File: config.mk
export PLATFORM = sky130hd
export DESIGN_NAME = gtg_post
export DESIGN_NICKNAME = d
export VERILOG_FILES = /design/src/hw/rtl/gtg_pkg.sv /design/src/hw/rtl/gtg_post.sv
export SDC_FILE = /design/constraint.sdc
export NUM_CORES = 2
export LEC_CHECK = 0
export BUFFER_PORTS_ARGS = -buffer_cell sky130_fd_sc_hd__buf_2
export CAP_MARGIN = 20
export CORE_UTILIZATION = 29
export CTS_CLUSTER_DIAMETER = 80
export DETAILED_ROUTE_END_ITERATION = 8
export PLACE_DENSITY_LB_ADDON = 0.25
export SLEW_MARGIN = 20
export SYNTH_ARGS = -nofsm -noshare
export SYNTH_HDL_FRONTEND = slang
export SYNTH_SLANG_ARGS = --single-unit
File: constraint.sdc
create_clock -name i_clk -period 16.91 [get_ports i_clk]
set_input_delay 2.5365 -clock i_clk [delete_from_list [all_inputs] [get_ports i_clk]]
set_output_delay 2.5365 -clock i_clk [all_outputs]
set_load 0.01 [all_outputs]
File: src/hw/rtl/gtg_pkg.sv
`default_nettype none

package gtg_pkg;

    // Field widths
    localparam int POS_W = 16;             // Q4.12 positions, speeds, gain
    localparam int HD_W  = 15;             // Q3.12 signed angles
    localparam int IDX_W = 2;              // configuration index

    // CORDIC datapath: Q.20 vector, Q.24 angle accumulator
    localparam int XW     = 28;
    localparam int ZW     = 28;
    localparam int ATAN_N = 24;
    localparam int CORDIC_STAGES_DEF = 16;

    // Post-processing widths
    localparam int DIST_W = 17;
    localparam int MAG_W  = 17;

    localparam logic [23:0]          KINV_Q24  = 24'd10188014;
    localparam logic signed [ZW-1:0] PI_Q24    = 28'sd52707179;
    localparam logic [POS_W-1:0]     GOAL_MAX  = 16'd49151;
    localparam logic [DIST_W-1:0]    DIST_MIN  = 17'd409;
    localparam logic [MAG_W-1:0]     ANGLE_MIN = 17'd819;

    // round(atan(2^-i) * 2^24)
    localparam logic [23:0] ATAN_TBL [ATAN_N] = '{
        24'd13176795, 24'd7778716, 24'd4110060, 24'd2086331,
        24'd1047214,  24'd524117,  24'd262123,  24'd131069,
        24'd65536,    24'd32768,   24'd16384,   24'd8192,
        24'd4096,     24'd2048,    24'd1024,    24'd512,
        24'd256,      24'd128,     24'd64,      24'd32,
        24'd16,       24'd8,       24'd4,       24'd2
    };

    typedef enum logic [IDX_W-1:0] {
        CFG_GOAL_X      = 2'd0,
        CFG_GOAL_Y      = 2'd1,
        CFG_GAIN        = 2'd2,
        CFG_SPEED_LIMIT = 2'd3
    } t_cfg_idx;

    // Vector, angle accumulator and the heading that rides along
    typedef struct packed {
        logic signed [XW-1:0]   x;
        logic signed [XW-1:0]   y;
        logic signed [ZW-1:0]   z;
        logic signed [HD_W-1:0] h;
    } t_vec;

endpackage

`default_nettype wire

File: src/hw/rtl/gtg_post.sv
`default_nettype none

module gtg_post import gtg_pkg::*; (
    input  wire logic              i_clk,
    input  wire logic              i_rst_n,
    input  wire logic              i_valid,
    output logic                   o_ready,
    input  wire t_vec              i_vec,
    input  wire logic [POS_W-1:0]  i_gain,
    input  wire logic [POS_W-1:0]  i_speed_limit,
    output logic                   o_valid,
    input  wire logic              i_stall,
    output logic [POS_W-1:0]       o_linear_speed,
    output logic [HD_W-1:0]        o_angular_speed,
    output logic [1:0]             o_stg_valid
);

    // stage A: gain-corrected length, heading error
    logic [25:0]            xu;
    logic [49:0]            prod;
    logic [49:0]            rnd;
    logic signed [ZW-1:0]   zr;
    logic signed [15:0]     bearing;
    logic signed [MAG_W-1:0] angle;
    logic [MAG_W-1:0]       mag;
    logic                   a_ready;
    logic                   r_a_valid;
    logic [DIST_W-1:0]      r_dist;
    logic [MAG_W-1:0]       r_mag;

    // stage B: command select and speed limit
    logic [POS_W+DIST_W-1:0] prod2;
    logic [20:0]             lin_full;
    logic [POS_W-1:0]        lin_sat;
    logic [POS_W-1:0]        n_lin;
    logic [HD_W-1:0]         n_ang;
    logic                    b_ready;
    logic                    r_b_valid;
    logic [POS_W-1:0]        r_lin;
    logic [HD_W-1:0]         r_ang;

    assign xu      = i_vec.x[25:0];
    assign prod    = 50'(xu) * 50'(KINV_Q24);
    assign rnd     = prod + 50'h0_8000_0000;
    assign zr      = i_vec.z + ZW'(2048);
    assign bearing = zr[ZW-1:12];
    assign angle   = {bearing[15], bearing} - {{(MAG_W-HD_W){i_vec.h[HD_W-1]}}, i_vec.h};
    assign mag     = angle[MAG_W-1] ? MAG_W'(-angle) : MAG_W'(angle);

    assign b_ready = !r_b_valid || !i_stall;
    assign a_ready = !r_a_valid || b_ready;
    assign o_ready = a_ready;

    always_ff @(posedge i_clk) begin
        if (!i_rst_n) begin
            r_a_valid <= 1'b0;
        end else if (a_ready) begin
            r_a_valid <= i_valid;
        end
    end

    always_ff @(posedge i_clk) begin
        if (a_ready && i_valid) begin
            r_dist <= rnd[48:32];
            r_mag  <= mag;
        end
    end

    assign prod2    = 33'(i_gain) * 33'(r_dist);
    assign lin_full = prod2[32:12];
    assign lin_sat  = (lin_full > 21'(i_speed_limit)) ? i_speed_limit : lin_full[POS_W-1:0];

    always_comb begin
        n_lin = '0;
        n_ang = '0;
        if (r_dist > DIST_MIN) begin
            if (r_mag > ANGLE_MIN) begin
                n_ang = r_mag[HD_W-1:0];
            end else begin
                n_lin = lin_sat;
            end
        end
    end

    always_ff @(posedge i_clk) begin
        if (!i_rst_n) begin
            r_b_valid <= 1'b0;
        end else if (b_ready) begin
            r_b_valid <= r_a_valid;
        end
    end

    always_ff @(posedge i_clk) begin
        if (b_ready && r_a_valid) begin
            r_lin <= n_lin;
            r_ang <= n_ang;
        end
    end

    assign o_valid         = r_b_valid;
    assign o_linear_speed  = r_lin;
    assign o_angular_speed = r_ang;
    assign o_stg_valid     = {r_b_valid, r_a_valid};

endmodule

`default_nettype wire

==> results.json <==
{
  "cts_buffers": 9,
  "cp-start-kind": "primary input",
  "cts_hold_buffers": 0,
  "cts.sinks": 67,
  "skew_ns": 0.00808,
  "post-cts-setup-buffer-count": 0,
  "gp_congestion": 0.816,
  "clock_latency_ns": 0.33,
  "cp_top_family": "adder cells",
  "dp_hpwl_mm": 54.0,
  "grt_max_degree": 35,
  "ys_async_sr_fraction_pct": 0,
  "cts_tree": "done",
  "finalNetCount": 3875,
  "postSynthCellCount": 2760,
  "start_util_pct": 29.4,
  "wl_per_cell_microns": 16.0,
  "num_vias": 17946,
  "grt_use_total_pct": 15.0,
  "drc_errors": 0,
  "end_kind": "flip-flop",
  "die-width_microns": 299,
  "seq_area_frac_synth_pct": 7.77,
  "overflow": 0,
  "synth.distinct_cells": 79,
  "relSlewSlack_pct": 34.4,
  "mappedNetlistArea_sq_um": 25600,
  "setup_viol": 0,
  "yosysWarningCount": 0,
  "crit_buf_inv": 8,
  "worst_path_largest_cell_delay_ns": 0.69,
  "portBuffers": 128,
  "synth_nets": 3775,
  "critical_path_class": "in -> reg",
  "rows": 108,
  "ys.flop_type": "edfxtp_1",
  "worst_pin_slew_ns": 0.984,
  "grt_pass1_wl_mm": 107,
  "timing.final.crit_share_pct": 62.3,
  "postRouteAntennaNets": 0,
  "avgSynthCellArea_sq_um": 9.28,
  "hold_path_class": "reg -> reg",
  "initialDrtViolationCount": 742,
  "drive_gt1_share_pct": 6.42,
  "setup_tns_ns": 0,
  "cp_slowest_cell": "a2111oi_2",
  "wirelength_mm": 64.5,
  "htreeDepth": 3,
  "dieHeight_microns": 299,
  "final_hold_viol_count": 0,
  "crit_required_ns": 16.99,
  "cap_violations": 0,
  "utilization_pct": 32.0,
  "worstPathMaxFanout": 8,
  "firstDrtPassIters": 5,
  "dieArea_sq_um": 89500,
  "vias_per_cell": 4.46,
  "clockBufferDepth": 2,
  "ys_ff_latch": 67,
  "syn2layout_area_growth_pct": 8.92,
  "drv_slew": 0,
  "status": "completed",
  "grt_pass1_vias": 19546,
  "fin_crit_ns": 10.53,
  "max_freq_mhz": 95.0,
  "rsz0062_at_grt": "no",
  "critPathArrivalTime_ns": 10.61,
  "clk_pin_slew_ns": 0.06,
  "core_area_sq_um": 87200,
  "ctsRootBufferMaster": "clkbuf_16",
  "synth-edff-count": 65,
  "cts_resized": 0,
  "antenna_found_initial": 1,
  "io_pins": 170
}
[cells in the final DEF (no fill, tap or decap), drive strengths merged, types with 6 or more instances in the layout]
cell    synthesis  layout
a21o           24      24
xor2           36      36
buf             9     140
nand3          34      34
a21oi          88      88
o31ai           6       6
and3           15      15
nand2         224     224
o211ai         10      10
clkbuf         43      10
a31oi           9       9
edfxtp         65      65
or2             6       6
nor2b          11      11
nor2           80      80
nor4           16      16
o21ai          60      60
o21bai         10      10
mux2i           9       9
xnor2          53      53
nor3           32      32
a211oi         12      12
nand4          25      25
ha            377     377
and2          135     135
o21a           12      12
inv           774     777
or3             6       6
fa            503     503
nand2b         12      12
[layer usage]
metal  vias up  part of all wire [%]  GRT usage [%]
met5         -                     0              0
met4         0                  0.68           1.53
met3        30                   2.0          0.725
met2       218                    49           26.5
met1      8981                    48           20.9
li1       8717                     -              -
[through the flow]
| stage | cell area, sq um | std cells | hold WS (ns) | worst slack [ns] |
|---|---|---|---|---|
| final | 27900 | 4021 | 0.546 | 6.38 |
| after global routing | 27900 | 4020 | 0.592 | 6.00 |
| after CTS | 27900 | 4019 | 0.548 | 6.38 |
| after detailed placement | 27600 | 4003 | 0.533 | 6.02 |
| after global placement | 27600 | 4003 | 0.519 | 6.09 |
| after floorplan | 25600 | 2760 | 0.498 | 6.90 |
[tightest hold or removal path: cells and delay by family (launching register included)]
kind	cells	cell delay, ns
flops	1	0.36
simple gates	1	0.10
compound gates	1	0.06
[Yosys cell counts, types with 6 or more instances]
| master | instances | area, sq um |
|---|---|---|
| nand2_1 | 224 | 841 |
| a21o_1 | 24 | 180 |
| nand4_1 | 22 | 138 |
| clkbuf_1 | 43 | 161 |
| o21a_1 | 12 | 90.1 |
| o211ai_1 | 10 | 75.1 |
| edfxtp_1 | 65 | 1950 |
| mux2i_1 | 9 | 90.1 |
| nor4_1 | 15 | 93.8 |
| nor2_1 | 80 | 300 |
| inv_1 | 774 | 2910 |
| nor3_1 | 32 | 160 |
| o21ai_0 | 49 | 245 |
| o31ai_1 | 6 | 45.0 |
| ha_1 | 377 | 4720 |
| o21ai_1 | 10 | 50.1 |
| and2_1 | 135 | 845 |
| nor2b_1 | 11 | 68.8 |
| a211oi_1 | 11 | 82.6 |
| fa_1 | 503 | 10100 |
| a31oi_1 | 8 | 50.1 |
| nand2b_1 | 12 | 75.1 |
| o21bai_1 | 10 | 75.1 |
| and3_1 | 14 | 87.6 |
| xor2_1 | 36 | 315 |
| nand3_1 | 34 | 170 |
| xnor2_1 | 53 | 464 |
| a21oi_1 | 87 | 435 |
[cells by family (layout without fill, tap and decap cells)]
kind of cell | after synthesis | in the layout | share of synthesized area [%]
xor gates and xnor gates | 89 | 89 | 3.04
muxes | 10 | 10 | 0.396
buffers and inverters | 826 | 931 | 12.2
other | 0 | 1 | 0
adders and majority gates | 880 | 880 | 57.7
DFF | 67 | 67 | 7.77
and+or+nand+nor | 617 | 617 | 12.1
AOI/OAI and AO/OA | 271 | 271 | 6.80
[area by class of cell]
class                      instances  area, sq um
antenna                            1         2.50
clock buffer                       9          225
clock inverter                     7         83.8
fill                            9290        59300
inverter                         774         2910
multi-input combinational       1867        20500
sequential                        67         1990
tap                             1155         1450
timing repair buffer             141          738
[sequential cells by signal, summed over array words and instances, names as in the netlist]
register / cells
o_valid: 1
o_angular_speed: 15
r_mag: 17
r_dist: 17
r_a_valid: 1
o_linear_speed: 16
[path summary, 6_finish.rpt]
| check | startpoint | endpoint | slack [ns] | cells past startpoint |
|---|---|---|---|---|
| setup / recovery | i_vec[85] | r_dist[13] | 6.38 | 26 |
| hold / removal | r_a_valid | o_valid | 0.55 | 2 |
| setup reg to reg | r_dist[11] | o_linear_speed[11] | 8.29 | 29 |
| hold reg to reg | r_a_valid | o_valid | 0.55 | 2 |
Power is not shown: default switching activity piles up to over one toggle a cycle in this logic, so the estimate is an artifact.
