--- src/hw/rtl/gtg_pkg.sv ---
`default_nettype none

package gtg_pkg;

    // Field widths
    localparam int POS_W = 16;             // Q4.12 positions, speeds, gain
    localparam int HD_W  = 15;             // Q3.12 signed angles
    localparam int IDX_W = 2;              // configuration index

    // CORDIC datapath: Q.20 vector, Q.24 angle accumulator
    localparam int XW     = 28;
    localparam int ZW     = 28;
    localparam int ATAN_N = 24;
    localparam int CORDIC_STAGES_DEF = 16;

    // Post-processing widths
    localparam int DIST_W = 17;
    localparam int MAG_W  = 17;

    localparam logic [23:0]          KINV_Q24  = 24'd10188014;
    localparam logic signed [ZW-1:0] PI_Q24    = 28'sd52707179;
    localparam logic [POS_W-1:0]     GOAL_MAX  = 16'd49151;
    localparam logic [DIST_W-1:0]    DIST_MIN  = 17'd409;
    localparam logic [MAG_W-1:0]     ANGLE_MIN = 17'd819;

    // round(atan(2^-i) * 2^24)
    localparam logic [23:0] ATAN_TBL [ATAN_N] = '{
        24'd13176795, 24'd7778716, 24'd4110060, 24'd2086331,
        24'd1047214,  24'd524117,  24'd262123,  24'd131069,
        24'd65536,    24'd32768,   24'd16384,   24'd8192,
        24'd4096,     24'd2048,    24'd1024,    24'd512,
        24'd256,      24'd128,     24'd64,      24'd32,
        24'd16,       24'd8,       24'd4,       24'd2
    };

    typedef enum logic [IDX_W-1:0] {
        CFG_GOAL_X      = 2'd0,
        CFG_GOAL_Y      = 2'd1,
        CFG_GAIN        = 2'd2,
        CFG_SPEED_LIMIT = 2'd3
    } t_cfg_idx;

    // Vector, angle accumulator and the heading that rides along
    typedef struct packed {
        logic signed [XW-1:0]   x;
        logic signed [XW-1:0]   y;
        logic signed [ZW-1:0]   z;
        logic signed [HD_W-1:0] h;
    } t_vec;

endpackage

`default_nettype wire

--- src/hw/rtl/gtg_cell.sv ---
`default_nettype none

module gtg_cell import gtg_pkg::*; #(
    parameter int STAGE = 0
) (
    input  wire logic i_clk,
    input  wire logic i_rst_n,
    input  wire logic i_valid,
    output logic      o_ready,
    input  wire t_vec i_vec,
    output logic      o_valid,
    input  wire logic i_ready,
    output t_vec      o_vec
);

    localparam logic signed [ZW-1:0] ATAN = $signed({{(ZW-24){1'b0}}, ATAN_TBL[STAGE]});

    logic signed [XW-1:0] x;
    logic signed [XW-1:0] y;
    logic signed [ZW-1:0] z;
    logic signed [XW-1:0] xs;
    logic signed [XW-1:0] ys;
    logic                 y_pos;
    t_vec                 n_vec;
    t_vec                 r_vec;
    logic                 r_valid;

    assign x     = i_vec.x;
    assign y     = i_vec.y;
    assign z     = i_vec.z;
    assign xs    = x >>> STAGE;
    assign ys    = y >>> STAGE;
    assign y_pos = !y[XW-1] && (y != '0);

    // one micro-rotation toward y = 0
    always_comb begin
        n_vec.h = i_vec.h;
        if (y_pos) begin
            n_vec.x = x + ys;
            n_vec.y = y - xs;
            n_vec.z = z + ATAN;
        end else begin
            n_vec.x = x - ys;
            n_vec.y = y + xs;
            n_vec.z = z - ATAN;
        end
    end

    assign o_ready = !r_valid || i_ready;

    always_ff @(posedge i_clk) begin
        if (!i_rst_n) begin
            r_valid <= 1'b0;
        end else if (o_ready) begin
            r_valid <= i_valid;
        end
    end

    always_ff @(posedge i_clk) begin
        if (o_ready && i_valid) begin
            r_vec <= n_vec;
        end
    end

    assign o_valid = r_valid;
    assign o_vec   = r_vec;

endmodule

`default_nettype wire

--- config.mk ---
export PLATFORM = sky130hd
export DESIGN_NAME = gtg_cell
export DESIGN_NICKNAME = d
export VERILOG_FILES = /design/src/hw/rtl/gtg_pkg.sv /design/src/hw/rtl/gtg_cell.sv
export SDC_FILE = /design/constraint.sdc
export NUM_CORES = 1
export LEC_CHECK = 0
export ABC_CLOCK_PERIOD_IN_PS = 8100
export BUFFER_PORTS_ARGS = -buffer_cell sky130_fd_sc_hd__buf_2
export CELL_PAD_IN_SITES_DETAIL_PLACEMENT = 0
export CELL_PAD_IN_SITES_GLOBAL_PLACEMENT = 1
export CORE_MARGIN = 5
export CORE_UTILIZATION = 45
export DETAILED_ROUTE_END_ITERATION = 6
export PLACE_DENSITY = 0.95
export SLEW_MARGIN = 5
export SYNTH_ARGS = -nofsm -noshare
export SYNTH_HDL_FRONTEND = slang
export SYNTH_SLANG_ARGS = --single-unit
--- constraint.sdc ---
create_clock -name i_clk -period 8.1 [get_ports i_clk]
set_input_delay 1.62 -clock i_clk [delete_from_list [all_inputs] [get_ports i_clk]]
set_output_delay 1.62 -clock i_clk [all_outputs]
set_load 0.01 [all_outputs]
==> results.json <==
{
  "result_of_the_run": "completed",
  "ys_async_sr_fraction": 0,
  "synth.area.mux_share": 0.01126,
  "worst_ep_arrival_time_ns": 5.71,
  "number_of_global_route_vias_before_repair": 7710,
  "top_cells_by_count_synth": "sky130_fd_sc_hd__edfxtp_1 (98), sky130_fd_sc_hd__ha_1 (93), sky130_fd_sc_hd__nor2_1 (92), sky130_fd_sc_hd__a21oi_1 (90), sky130_fd_sc_hd__inv_1 (90)",
  "layout-drive-gt1-share": 0.2037,
  "grt_max_degree": 76,
  "worst_ep_required_time_ns": 8.27,
  "cts_tree": "done",
  "clk_path_buf_depth": 2,
  "post-place-cells": 1432,
  "final_max_slew_viols": 0,
  "cp_cell_sequence": "buf_2, nor4_1, nand3_1, o31a_2, inv_2, xnor2_1, ha_1, o211ai_1, a21oi_1, nand3_1, a32o_1, o21a_1, nor2_1, a31oi_1, a211oi_1, nor2_1, o311ai_1",
  "cts_resized": 0,
  "synth_top_family_by_area": "compound AO/OA/AOI/OAI gates",
  "post-synth-top-area-fraction": 0.3311,
  "root_buffer": "sky130_fd_sc_hd__clkbuf_16",
  "layout_min_cycle_time_ns": 5.535,
  "rr_worst_depth": 3,
  "starting_density": 0.4567,
  "ys_seq_area_frac": 0.3333,
  "fin_tns_setup_ns": 0,
  "rows": 51,
  "numClockSinks": 99,
  "post-synth-top-count-cell": "sky130_fd_sc_hd__edfxtp_1",
  "worst_setup_hold_path_clk_slew_ns": 0.08,
  "reg2reg_from": "o_valid",
  "worst-r2r-setup-slack_ns": 6.09,
  "grt_pass1_wl_mm": 39.22,
  "synthTopCellsByArea": "sky130_fd_sc_hd__edfxtp_1 (33%), sky130_fd_sc_hd__ha_1 (13%), sky130_fd_sc_hd__xnor2_1 (6.5%)",
  "critical_path.max_fanout": 28,
  "post_synth_inst_count": 1008,
  "overflow": 0,
  "yosysTopAreaCell": "sky130_fd_sc_hd__edfxtp_1",
  "pre_cts_setup_slack_ns": 2.290,
  "port_buffers": 203,
  "power.ir.vdd_worst_mv": 0.09279,
  "synth.net_count": 1207,
  "critical_path.startpoint_type": "primary input",
  "synth-compound-area-share": 0.2233,
  "boundaryPins": 204,
  "timing.fmax_mhz": 180.7,
  "initialDrtViolationCount": 584,
  "dieHeight_um": 150.5,
  "detail_route.wl_per_cell_um": 17.26,
  "yosys.area_share.adder": 0.1401,
  "layout.core_utilization": 0.5338,
  "setup_ws_ns": 2.565,
  "criticalPathCategory": "in -> reg",
  "final.setup_skew_ns": 0.008246,
  "synth_area_mm2": 0.008889,
  "synth-simple-area-share": 0.1472,
  "totalWireLength_mm": 25.06,
  "core_box_area_mm2": 0.01946,
  "dp_hpwl_mm": 19.46,
  "cp_top_family": "compound AO/OA/AOI/OAI gates",
  "critPathCapture": "o_vec[41]",
  "detail-route-antenna-nets": 0,
  "syn_avg_cell_area_um2": 8.818,
  "detail_route.first_pass.iterations": 7,
  "layout-area-overhead-vs-synth_pct": 16.89,
  "post_synth_edffs": 98,
  "die_ar_mm2": 0.02266,
  "critical_path_start": "i_vec[56]",
  "grtUsageTotal": 0.2171,
  "design.final.nets": 1377,
  "reg2reg_to": "o_vec[82]",
  "setup_viol_count_final": 0,
  "later_pin_clock_latency_in_the_skew_report_ns": 0.36,
  "fin_crit_sh": 0.6834,
  "detail_route.vias_per_cell": 5.652,
  "cts-buffers-inserted": 9,
  "cp-end-kind": "flip-flop",
  "vias": 8206,
  "post_layout_nonfiller_instances": 1452,
  "worst-path-stages": 17,
  "die-width_um": 150.5,
  "cap_violations": 0,
  "hp-class": "reg -> reg",
  "ctsHoldBuffers": 0,
  "power.static_leakage_nw": 4.514,
  "warnings_synthesis": 0,
  "yosys.cell_types.count": 78,
  "number_of_buffer_and_inverter_instances_along_the_worst_setup_path": 2,
  "postSynth.topFlopCell": "sky130_fd_sc_hd__edfxtp_1",
  "antenna_violations_before_repair": 5,
  "synth.ff_latch_count": 99,
  "cpPeakStageDelay_ns": 0.54,
  "post-route-drc-count": 0,
  "gpl.final_weighted_congestion": 0.9555,
  "cts.htree.levels": 3,
  "fillers": 1817,
  "post_synth_xor_area_fraction": 0.08376,
  "rsz0062_at_grt": "no",
  "post_cts_setup_repair_buffer_count": 0,
  "hold_vio_cnt_final": 0,
  "max_slew.worst_pin.slew_ns": 1.150,
  "critical_path.slowest_cell": "sky130_fd_sc_hd__nor4_1",
  "power_density_mw_per_mm2": 162.7,
  "timing.slew.headroom": 0.2266
}
worst min-delay path, cell delays in order (launching register included):
cell,delay (ns)
sky130_fd_sc_hd__dfxtp_1,0.31
sky130_fd_sc_hd__nand2b_1,0.09
sky130_fd_sc_hd__a21boi_0,0.08
per-stage QoR:
stage	hold slack, ns	area [µm²]	power [W]
floorplan	0.6096	8889	0.001068
global placement	0.5144	10090	0.001252
detailed placement	0.5303	10090	0.001258
CTS	0.5381	10380	0.001698
global route	0.5812	10390	0.001786
finish	0.5297	10390	0.001690
per-layer routing:
| layer | GRT usage | wire, µm | up-vias |
|---|---|---|---|
| met5 | 0 | 13 | - |
| met3 | 0.03311 | 1832 | 56 |
| met1 | 0.2878 | 10640 | 3837 |
| li1 | - | - | 3979 |
| met2 | 0.3503 | 11800 | 332 |
| met4 | 0.09835 | 766 | 2 |
final cells by class:
cell class	count	area, µm²	area share
antenna	4	10.01	0.0009634
clock buffer	9	225.2	0.02168
clock inverter	7	67.56	0.006503
inverter	94	352.8	0.03396
multi-input combinational	766	5386	0.5184
sequential	99	2963	0.2852
tap	265	331.6	0.03191
timing repair buffer	208	1054	0.1014
worst min-delay path by stage:
| stage | depth (start not counted) | from | slack (ns) | end |
|---|---|---|---|---|
| 2_1_floorplan | 2 | o_valid | 0.61 | o_valid |
| 3_3_place_gp | 2 | o_valid | 0.51 | o_valid |
| 3_5_place_dp | 2 | o_valid | 0.53 | o_valid |
| 4_1_cts | 2 | o_valid | 0.54 | o_valid |
| 5_1_grt | 2 | o_valid | 0.58 | o_valid |
| 6_report | 2 | o_valid | 0.53 | o_valid |
placed cells by master, fill, tap and decap left out, types with 8 or more instances in the layout:
cell and n:
sky130_fd_sc_hd__a21o_1 21, sky130_fd_sc_hd__nor3_1 28, sky130_fd_sc_hd__edfxtp_1 98, sky130_fd_sc_hd__nor4_1 14, sky130_fd_sc_hd__nand4_1 8, sky130_fd_sc_hd__nand2b_1 15
sky130_fd_sc_hd__inv_1 90, sky130_fd_sc_hd__o211ai_1 11, sky130_fd_sc_hd__o21bai_1 20, sky130_fd_sc_hd__mux2i_1 10, sky130_fd_sc_hd__a21oi_1 90, sky130_fd_sc_hd__o21ai_0 61
sky130_fd_sc_hd__buf_2 203, sky130_fd_sc_hd__xnor2_1 66, sky130_fd_sc_hd__o31ai_1 11, sky130_fd_sc_hd__or3_1 17, sky130_fd_sc_hd__nor2b_1 9, sky130_fd_sc_hd__a211oi_1 17
sky130_fd_sc_hd__clkbuf_16 9, sky130_fd_sc_hd__ha_1 93, sky130_fd_sc_hd__a31oi_1 15, sky130_fd_sc_hd__nor2_1 92, sky130_fd_sc_hd__nand2_1 42, sky130_fd_sc_hd__xor2_1 19
sky130_fd_sc_hd__nand3_1 19
report_power, final:
group          internal, W  switching, W
Sequential        0.000650     0.0000154
Clock             0.000218      0.000219
Combinational     0.000232      0.000357
Total              0.00110      0.000591
cells by family (layout without fill, tap and decap cells):
family | after synthesis | count (layout)
AO/OA/AOI/OAI | 305 | 305
XOR/XNOR | 85 | 85
adder cells (fa/ha/maj) | 98 | 98
buffers and inverters | 143 | 318
flip-flops | 99 | 99
multiplexers | 10 | 10
other | 0 | 4
AND/OR/NAND/NOR | 268 | 268
registers in the layout, indices dropped and copies added (netlist names):
name / flops
o_valid: 1
o_vec: 98
(Power assumes the default switching activity.)
