===== config.mk =====
export PLATFORM = sky130hd
export DESIGN_NAME = gtg_prep
export DESIGN_NICKNAME = d
export VERILOG_FILES = /design/src/hw/rtl/gtg_pkg.sv /design/src/hw/rtl/gtg_prep.sv
export SDC_FILE = /design/constraint.sdc
export NUM_CORES = 1
export LEC_CHECK = 0
export BUFFER_PORTS_ARGS = -buffer_cell sky130_fd_sc_hd__clkbuf_2
export CORE_ASPECT_RATIO = 1.1
export CORE_MARGIN = 3
export CORE_UTILIZATION = 50
export DETAILED_ROUTE_END_ITERATION = 8
export PLACE_DENSITY = 0.88
export SLEW_MARGIN = 20
export SYNTH_ARGS = -nofsm -noshare
export SYNTH_HDL_FRONTEND = slang
export SYNTH_SLANG_ARGS = --single-unit

===== constraint.sdc =====
create_clock -name i_clk -period 3.9 [get_ports i_clk]
set_input_delay 0.195 -clock i_clk [delete_from_list [all_inputs] [get_ports i_clk]]
set_output_delay 0.195 -clock i_clk [all_outputs]
set_load 0.03 [all_outputs]

===== src/hw/rtl/gtg_pkg.sv =====
`default_nettype none

package gtg_pkg;

    // Field widths
    localparam int POS_W = 16;             // Q4.12 positions, speeds, gain
    localparam int HD_W  = 15;             // Q3.12 signed angles
    localparam int IDX_W = 2;              // configuration index

    // CORDIC datapath: Q.20 vector, Q.24 angle accumulator
    localparam int XW     = 28;
    localparam int ZW     = 28;
    localparam int ATAN_N = 24;
    localparam int CORDIC_STAGES_DEF = 16;

    // Post-processing widths
    localparam int DIST_W = 17;
    localparam int MAG_W  = 17;

    localparam logic [23:0]          KINV_Q24  = 24'd10188014;
    localparam logic signed [ZW-1:0] PI_Q24    = 28'sd52707179;
    localparam logic [POS_W-1:0]     GOAL_MAX  = 16'd49151;
    localparam logic [DIST_W-1:0]    DIST_MIN  = 17'd409;
    localparam logic [MAG_W-1:0]     ANGLE_MIN = 17'd819;

    // round(atan(2^-i) * 2^24)
    localparam logic [23:0] ATAN_TBL [ATAN_N] = '{
        24'd13176795, 24'd7778716, 24'd4110060, 24'd2086331,
        24'd1047214,  24'd524117,  24'd262123,  24'd131069,
        24'd65536,    24'd32768,   24'd16384,   24'd8192,
        24'd4096,     24'd2048,    24'd1024,    24'd512,
        24'd256,      24'd128,     24'd64,      24'd32,
        24'd16,       24'd8,       24'd4,       24'd2
    };

    typedef enum logic [IDX_W-1:0] {
        CFG_GOAL_X      = 2'd0,
        CFG_GOAL_Y      = 2'd1,
        CFG_GAIN        = 2'd2,
        CFG_SPEED_LIMIT = 2'd3
    } t_cfg_idx;

    // Vector, angle accumulator and the heading that rides along
    typedef struct packed {
        logic signed [XW-1:0]   x;
        logic signed [XW-1:0]   y;
        logic signed [ZW-1:0]   z;
        logic signed [HD_W-1:0] h;
    } t_vec;

endpackage

`default_nettype wire


===== src/hw/rtl/gtg_prep.sv =====
`default_nettype none

module gtg_prep import gtg_pkg::*; (
    input  wire logic                    i_clk,
    input  wire logic                    i_rst_n,
    input  wire logic                    i_valid,
    output logic                         o_ready,
    input  wire logic [POS_W-1:0]        i_pos_x,
    input  wire logic [POS_W-1:0]        i_pos_y,
    input  wire logic signed [HD_W-1:0]  i_heading,
    input  wire logic [POS_W-1:0]        i_goal_x,
    input  wire logic [POS_W-1:0]        i_goal_y,
    output logic                         o_valid,
    input  wire logic                    i_ready,
    output t_vec                         o_vec
);

    logic signed [POS_W:0]  dx;
    logic signed [POS_W:0]  dy;
    logic signed [XW-1:0]   sx;
    logic signed [XW-1:0]   sy;
    t_vec                   n_vec;
    t_vec                   r_vec;
    logic                   r_valid;

    assign dx = $signed({1'b0, i_goal_x}) - $signed({1'b0, i_pos_x});
    assign dy = $signed({1'b0, i_goal_y}) - $signed({1'b0, i_pos_y});
    // scale to Q.20
    assign sx = {{(XW-POS_W-9){dx[POS_W]}}, dx, 8'd0};
    assign sy = {{(XW-POS_W-9){dy[POS_W]}}, dy, 8'd0};

    // left half plane: mirror the vector, start the angle at +/-pi
    always_comb begin
        n_vec.h = i_heading;
        if (dx[POS_W]) begin
            n_vec.x = -sx;
            n_vec.y = -sy;
            n_vec.z = dy[POS_W] ? -PI_Q24 : PI_Q24;
        end else begin
            n_vec.x = sx;
            n_vec.y = sy;
            n_vec.z = '0;
        end
    end

    assign o_ready = !r_valid || i_ready;

    always_ff @(posedge i_clk) begin
        if (!i_rst_n) begin
            r_valid <= 1'b0;
        end else if (o_ready) begin
            r_valid <= i_valid;
        end
    end

    always_ff @(posedge i_clk) begin
        if (o_ready && i_valid) begin
            r_vec <= n_vec;
        end
    end

    assign o_valid = r_valid;
    assign o_vec   = r_vec;

endmodule

`default_nettype wire


==> impl_metrics.yaml, run 1 <==
clock_tree:
  hold_buffers: 0
  htree_levels: 3
  clock_latency_ps: 340
  clk_pin_slew_ps: 70
  cts.sinks: 59
  cts_root_buffer: "clkbuf_8"
  cts_resized: 0
  clock_path_buffers: 2
  cts_setup_buffers: 0
  numCtsBuffers: 9
  tritoncts: "built"
floorplanning:
  start_util_pct: 52.07
  fp-row-count: 36
  ioPinCount: 184
  die_width_um: 98.12
  die_area_um2: 10530
  die_h_um: 107.3
  fp.coreArea_um2: 8964
job:
  drv_cap: 0
place:
  finalWeightedCongestion: 0.9291
  port_buffers: 167
  hpwl_um: 8857
  placed_area_um2: 5385
global_route:
  antenna_found_initial: 0
  grt.total_usage_pct: 19.72
  use_met3_pct: 2.916
  overflow: 0
  globalRouteMet2Util_pct: 37.60
  grt_pass1_wl_um: 16840
  grt_pass1_vias: 3780
  top_usage_layer: "met2"
  grt.met1_usage_pct: 20.94
  grt_max_degree: 36
synthesis:
  synth-simple-area-share_pct: 12.84
  yosysSeqAreaShare_pct: 37.75
  synth_compound_area_share_pct: 17.72
  synth_area_leaders: "edfxtp_1 37%, ha_1 9.4%, buf_4 6.6%"
  synth_xor_area_share_pct: 9.544
  synth_top_family_by_area: "compound AO/OA/AOI/OAI gates"
  ys.flop_type: "edfxtp_1"
  syn_area_per_cell_um2: 9.703
  ys_ff_latch: 59
  synth-edff-count: 58
  syn_inst: 481
  postSynth.asyncResetShare_pct: 0
  synth.area.mux_share_pct: 0.6702
  synthAdderAreaFrac_pct: 10.24
  synth_top_area_share_pct: 37.32
  yosys_warnings: 0
  syn-cell-area_um2: 4667
  yosysTopAreaCell: "edfxtp_1"
  synth.distinct_cells: 65
drt:
  vias_per_cell: 5.261
  drc: 0
  drt-pass1-iter-count: 4
  wirelength_um: 10750
  ant_nets: 0
  dr_total_vias: 3935
  drt_iter0_drc: 107
  wl_per_cell_um: 14.36
sta:
  fin_crit_ps: 2863
  rsz0062_at_grt: "false"
  worstMarginPinSlew_ps: 692.0
  finalCritPeriodShare_pct: 73.42
  fin_hold_ws_ps: 26.04
  final-setup-viol-count: 0
  tns_ps: 0
  hold_viol: 0
  slew_headroom_pct: 53.59
  skew_ps: 7.486
  max_freq_ghz: 0.3492
  drv_slew: 0
status:
  status: "finished, final reports clean"
power_and_ir_drop:
  totalPowerFinal_mw: 2.533
  cellLeakagePower_nw: 2.665
  cellPowerDensity_nw_per_um2: 448.2
  peakVddDrop_v: 0.0002099
critical_path:
  worst_ep_required_time_ps: 3970
  critPathArrivalTime_ps: 2930
  critPathKind: "in2reg"
  worstSetupStartpointType: "primary input"
  cp_max_fo: 4
  r2r_setup_slack_ps: 2100
  cp-end-kind: "flop"
final_layout:
  num-fill-cells: 773
  antenna_cells: 0
  final_core_util_pct: 63.04
  multi_input_area_um2: 2454
  final_area_um2: 5650
  layout.nets: 749
  drive_gt1_share_pct: 32.18
  area_growth_pct: 21.07
  seq_area_um2: 1762
worst_hold_path:
  min_path_type: "in2reg"
[registers in the layout, indices dropped and copies added, names as in the netlist]
register  cells
o_valid       1
o_vec        58
[final timing paths]
path                                    from        end  depth (start not counted)
worst max-delay path             i_goal_y[0]  o_vec[69]                         12
worst min-delay path            i_heading[0]   o_vec[0]                          1
worst max register to register       o_valid  o_vec[58]                          3
worst min register to register       o_valid    o_valid                          2
[metrics by stage]
| stage | cells | worst slack [ps] |
|---|---|---|
| detailed placement | 732 | 701.0 |
| global route | 748 | 864.4 |
| CTS | 748 | 1068 |
| finish | 748 | 1037 |
| global placement | 732 | 852.8 |
| floorplan | 499 | 1069 |
[layer usage]
layer / wire length, µm / share of wire [%]
met1: 4067 / 38
met2: 5669 / 53
met3: 701 / 6.5
met4: 307 / 2.9
met5: 0 / 0
[critical path, cell delays in order]
cell and delay [ps]:
clkbuf_2 70, inv_1 40, ha_1 200, fa_1 400
nor2b_1 190, o21a_1 150, nor2_2 40, xnor2_1 150
or3_1 440, or4b_4 580, o41ai_2 320, o21ai_0 160
[cell usage in the layout, fill, tap and decap left out, drive strengths merged, types with 3 or more instances in the layout]
cell,instances
clkbuf,177
edfxtp,58
inv,47
ha,35
nor2,35
a21oi,31
xnor2,30
o21ai,28
nand2,26
xor2,20
conb,19
o21a,11
or3,8
nor2b,7
a21o,6
a211oi,6
o211ai,5
o2111ai,5
nor3,5
nand3,5
and2,5
a21boi,4
and3,4
bufinv,4
nor4,4
a31oi,4
o211a,3
o31ai,3
or4b,3
[cell type report]
type | instances | share of cell area [%]
Inverter | 47 | 3.122
Timing Repair Buffer | 169 | 15.06
Sequential cell | 59 | 31.18
Tap cell | 114 | 2.524
Clock inverter | 6 | 2.436
Multi-Input combinational cell | 343 | 43.42
Clock buffer | 10 | 2.259
[report_power, final]
group / switching [mW] / internal [mW] / leakage [nW]
combinational: 0.627 / 0.320 / 1.96
clock: 0.245 / 0.491 / 0.131
sequential: 0.0312 / 0.819 / 0.570
[cell families after synthesis]
family,after synthesis
AO/OA/AOI/OAI,120
AND/OR/NAND/NOR,114
buffers and inverters,97
flip-flops,59
XOR/XNOR,50
adder cells (fa/ha/maj),37
multiplexers,3
other,1
[synth_stat cells (7+ instances only)]
| cell | n |
|---|---|
| edfxtp_1 | 58 |
| nor2b_1 | 7 |
| o21ai_1 | 7 |
| clkbuf_1 | 7 |
| nand2_1 | 26 |
| nor2_1 | 34 |
| or3_1 | 7 |
| a21oi_1 | 30 |
| xnor2_1 | 30 |
| inv_1 | 47 |
| o21ai_0 | 21 |
| ha_1 | 35 |
| buf_4 | 41 |
| o21a_1 | 11 |
| xor2_1 | 19 |
No activity file was read; power rests on OpenSTA's default activity.
==> inputs of run 2 (changes only) <==
==> constraint.sdc (replaced) <==
create_clock -name i_clk -period 2.8 [get_ports i_clk]
set_input_delay 0.14 -clock i_clk [delete_from_list [all_inputs] [get_ports i_clk]]
set_output_delay 0.14 -clock i_clk [all_outputs]
set_load 0.03 [all_outputs]
==> impl_metrics.yaml, run 2 (synthesis results as in run 1) <==
status:
  status: "finished, final reports clean"
floorplanning:
  start_util_pct: 52.07
  fp.coreArea_um2: 8964
  die_area_um2: 10530
  fp-row-count: 36
  ioPinCount: 184
  die_width_um: 98.12
  die_h_um: 107.3
sta:
  slew_headroom_pct: 57.29
  worstMarginPinSlew_ps: 636.1
  hold_viol: 0
  fin_crit_ps: 2727
  max_freq_ghz: 0.3668
  final-setup-viol-count: 0
  drv_slew: 0
  finalCritPeriodShare_pct: 97.38
  skew_ps: 6.860
critical_path:
  slowest_delay_ps: 590
  cp_max_fo: 4
  cp_common_cell: "xnor2_1"
  cp-end-kind: "flop"
  worstSetupStartpointType: "primary input"
  slowest_stage: "or4b_4"
  r2r_setup_slack_ps: 1230
  critPathArrivalTime_ps: 2780
  rr_worst_depth: 3
  worst_ep_required_time_ps: 2850
  critPathKind: "in2reg"
  crit_chain: "clkbuf_2 -> inv_1 -> ha_1 -> fa_1 -> nor2b_2 -> o21a_1 -> nor2_2 -> xnor2_1 -> or3_1 -> or4b_4 -> o31ai_1 -> xnor2_1"
clock_tree:
  numCtsBuffers: 9
  cts_root_buffer: "clkbuf_8"
  htree_levels: 3
  cts.sinks: 59
  clock_path_buffers: 2
  clk_pin_slew_ps: 70
  tritoncts: "built"
  clock_latency_ps: 320
power_and_ir_drop:
  totalPowerFinal_mw: 3.298
  cellLeakagePower_nw: 2.902
  peakVddDrop_v: 0.0002605
  cellPowerDensity_nw_per_um2: 543.9
final_layout:
  final_common_cell: "clkbuf_2"
  seq_area_um2: 1762
  layout.nets: 806
  largest_register_ffs: 58
  final_core_util_pct: 67.66
  final_cell_mix: "167 x clkbuf_2, 58 x edfxtp_1, 47 x inv_1"
  multi_input_area_um2: 2484
  final_area_um2: 6065
  area_growth_pct: 29.95
  drive_gt1_share_pct: 36.18
  antenna_cells: 0
  num-fill-cells: 720
drt:
  drt-pass1-iter-count: 4
  drc: 0
  drt_iter0_drc: 209
  wl_per_cell_um: 13.59
  dr_total_vias: 4168
  vias_per_cell: 5.178
  wirelength_um: 10940
  ant_nets: 0
job:
  drv_cap: 0
place:
  hpwl_um: 8932
  port_buffers: 167
  finalWeightedCongestion: 0.8779
  placed_area_um2: 5713
worst_hold_path:
  min_path_type: "in2reg"
  hold_depth: 2
global_route:
  overflow: 0
  grt_pass1_vias: 3963
  grt.total_usage_pct: 19.89
  grt_pass1_wl_um: 17330
  grt_max_degree: 35
  antenna_found_initial: 0
-- run 2: cell count changes in the layout (fill, tap and decap cells not counted), moves of 2 or more --
cell / previous run / this run
buf_4: 2 / 43
dlygate4sd3_1: 0 / 15
bufinv_16: 4 / 0
clkinv_2: 0 / 3
clkinv_4: 2 / 0
clkinvlp_4: 0 / 2
-- run 2: area by class of cell --
type	instances	share of cell area, %
inverters	47	2.909
clock buffers	11	2.331
multi-input cells	343	40.95
well taps	114	2.352
flip-flops and latches	59	29.05
repair buffers	226	21.91
clock inverters	5	0.4952
-- run 2: layer usage --
| layer | GRT usage [%] | vias to the layer above | wire [µm] |
|---|---|---|---|
| met3 | 3.111 | 12 | 752 |
| met4 | 5.935 | 0 | 150 |
| met5 | 0 | - | 0 |
| met1 | 22.39 | 1924 | 4174 |
| met2 | 38.33 | 157 | 5859 |
| li1 | - | 2075 | - |
-- run 2: power by group --
part	internal, mW	switching [mW]
registers	1.14	0.0468
logic	0.556	0.899
clock network	0.340	0.316
-- run 2: path summary, 6_finish.rpt --
kind | from | endpoint
max | i_goal_y[0] | o_vec[66]
min | i_rst_n | o_valid
max reg2reg | o_valid | o_vec[3]
min reg2reg | o_valid | o_valid
-- run 2: metrics by stage --
stage	setup WS, ps	hold WS, ps	setup TNS, ps	instances
floorplan	23.53	238.9	0	499
global placement	-150.8	318.0	-1267	774
detailed placement	-265.1	318.7	-2390	774
CTS	82.76	2.796	0	804
global route	-30.56	40.49	-30.56	805
finish	73.49	58.37	0	805
-- run 2: worst max-delay path: cells and delay by family --
kind / cells / cell delay [ps]
adder cells (fa/ha/maj): 2 / 590
AND/OR/NAND/NOR: 4 / 1210
buffers and inverters: 2 / 120
XOR/XNOR: 2 / 280
AO/OA/AOI/OAI: 2 / 440
-- run 2: repair_timing --
action,in CTS,in global routing
buffers inserted,0,0
endpoints found under the hold margin,14,1
hold buffers,14,1
setup endpoints to repair,0,11
resized for setup,0,5
==> inputs of run 3 (changes only) <==
--- a/config.mk
+++ b/config.mk
@@ -5,7 +5,7 @@
 export SDC_FILE = /design/constraint.sdc
 export NUM_CORES = 1
 export LEC_CHECK = 0
-export BUFFER_PORTS_ARGS = -buffer_cell sky130_fd_sc_hd__clkbuf_2
+export BUFFER_PORTS_ARGS = -buffer_cell sky130_fd_sc_hd__buf_2
 export CORE_ASPECT_RATIO = 1.1
 export CORE_MARGIN = 3
 export CORE_UTILIZATION = 50
==> impl_metrics.yaml, run 3 (synthesis results as in run 1) <==
power_and_ir_drop:
  cellPowerDensity_nw_per_um2: 563.4
  switching_share_pct: 36.73
  totalPowerFinal_mw: 3.445
  pwr-share-comb_pct: 42.6
  p_clk_share_pct: 23.1
  switching_power_mw: 1.265
  pwr-share-seq_pct: 34.3
  p_int_mw: 2.180
  cellLeakagePower_nw: 2.899
  peakVddDrop_v: 0.0003017
global_route:
  grt_max_degree: 34
  grt_pass1_wl_um: 17550
  overflow: 0
  antenna_found_initial: 0
  grt_pass1_vias: 4043
  grt.total_usage_pct: 20.17
job:
  drv_cap: 0
sta:
  worstMarginPinSlew_ps: 639.8
  final-setup-viol-count: 0
  tns_ps: 0
  slew_headroom_pct: 57.34
  fin_crit_ps: 2720
  skew_ps: 5.776
  drv_slew: 0
  max_freq_ghz: 0.3676
  finalCritPeriodShare_pct: 97.14
  fin_hold_ws_ps: 71.23
  hold_viol: 0
final_layout:
  layout.nets: 806
  final_cell_mix: "167 x buf_2, 58 x edfxtp_1, 47 x inv_1"
  multi_input_area_um2: 2492
  num-fill-cells: 700
  final_common_cell: "buf_2"
  drive_gt1_share_pct: 36.32
  antenna_cells: 0
  final_core_util_pct: 68.22
  area_growth_pct: 31.02
  layoutNonFillerInstCount: 805
  largest_register_ffs: 58
  seq_area_um2: 1762
critical_path:
  worst_ep_required_time_ps: 2940
  rr_endpoint: "o_vec[64]"
  r2r_setup_slack_ps: 1220
  crit_chain: "buf_2 -> ha_1 -> fa_1 -> nor2b_2 -> o21a_1 -> nor2_2 -> xnor2_1 -> or3_1 -> or4b_4 -> buf_4 -> o21ai_1 -> xor2_1"
  cp-startpoint: "i_pos_y[0]"
  r2r_start: "o_valid"
  critPathArrivalTime_ps: 2860
  cp.buffers_inverters: 2
  cp.depth: 12
  worstSetupStartpointType: "primary input"
  slowest_stage: "or4b_4"
  cp_max_fo: 3
  cp-end-kind: "flop"
  critPathTopFamily: "simple AND/OR/NAND/NOR gates"
  rr_worst_depth: 3
  setup.worst_path.end: "o_vec[63]"
  slowest_delay_ps: 570
  critPathKind: "in2reg"
clock_tree:
  cts_root_buffer: "clkbuf_8"
  htree_levels: 3
  clk_pin_slew_ps: 70
  tritoncts: "built"
  clock_latency_ps: 310
  clock_path_buffers: 2
  cts_setup_buffers: 0
  numCtsBuffers: 9
  cts.sinks: 59
drt:
  dr_total_vias: 4134
  drc: 0
  wirelength_um: 11210
  ant_nets: 0
  wl_per_cell_um: 13.92
  vias_per_cell: 5.135
  drt-pass1-iter-count: 4
  drt_iter0_drc: 203
place:
  port_buffers: 167
  hpwl_um: 9155
  place_inst: 774
  finalWeightedCongestion: 0.8839
status:
  status: "finished, final reports clean"
floorplanning:
  start_util_pct: 52.07
  die_h_um: 107.3
  die_area_um2: 10530
  fp.coreArea_um2: 8964
  ioPinCount: 184
  fp-row-count: 36
  die_width_um: 98.12
worst_hold_path:
  min_path_type: "in2reg"
-- run 3: changes by cell type in the layout (fill, tap and decap cells not counted), sizes merged --
cell and change:
clkinvlp -1, clkbuf -166, bufinv +1, buf +167, clkinv -1
-- run 3: per-stage QoR --
step | setup slack (ps) | cell area [µm²]
2_1_floorplan | 23.53 | 4735
3_3_place_gp | -155.1 | 5713
3_5_place_dp | -270.2 | 5713
4_1_cts | 59.12 | 6056
5_1_grt | -0.2933 | 6115
6_report | 79.99 | 6115
-- run 3: cell type report --
class                           count  area share, %
Clock inverter                      4         0.7776
Clock buffer                       12          2.701
Inverter                           47          2.885
Multi-Input combinational cell    343          40.76
Timing Repair Buffer              226          21.73
Sequential cell                    59          28.81
Tap cell                          114          2.333
-- run 3: how the worst min path moves through the flow --
stage | from | endpoint | slack, ps | cells after the start
3_3_place_gp | i_heading[9] | o_vec[9] | 320 | 1
6_report | i_rst_n | o_valid | 70 | 2
4_1_cts | i_heading[2] | o_vec[2] | 1 | 1
3_5_place_dp | i_heading[9] | o_vec[9] | 320 | 1
2_1_floorplan | i_heading[0] | o_vec[0] | 240 | 0
5_1_grt | i_rst_n | o_valid | 60 | 2
-- run 3: worst reg2reg max path, stage by stage, from the launching register on --
cell and delay (ps):
dfxtp_1 310, nand2b_1 90, and2_2 570, buf_12 300
-- run 3: per-layer routing --
layer | vias up | global-route usage, % | wire length (µm)
met5 | - | 0 | 0
li1 | 2067 | - | -
met4 | 0 | 6.231 | 173
met2 | 163 | 39.49 | 6005
met1 | 1892 | 22.18 | 4310
met3 | 12 | 2.981 | 716
-- run 3: power by group through the flow --
stage / combinational, mW / sequential, mW / clock, mW
CTS: 1.45 / 1.18 / 0.807
global route: 1.59 / 1.19 / 0.853
detailed placement: 1.43 / 1.20 / 0
finish: 1.47 / 1.18 / 0.795
floorplan: 0.798 / 1.43 / 0
global placement: 1.37 / 1.20 / 0
-- run 3: repair_timing --
item,in CTS,in global routing
resized for setup,0,6
endpoints found under the setup margin,0,10
hold buffers,13,2
hold endpoints to repair,13,2
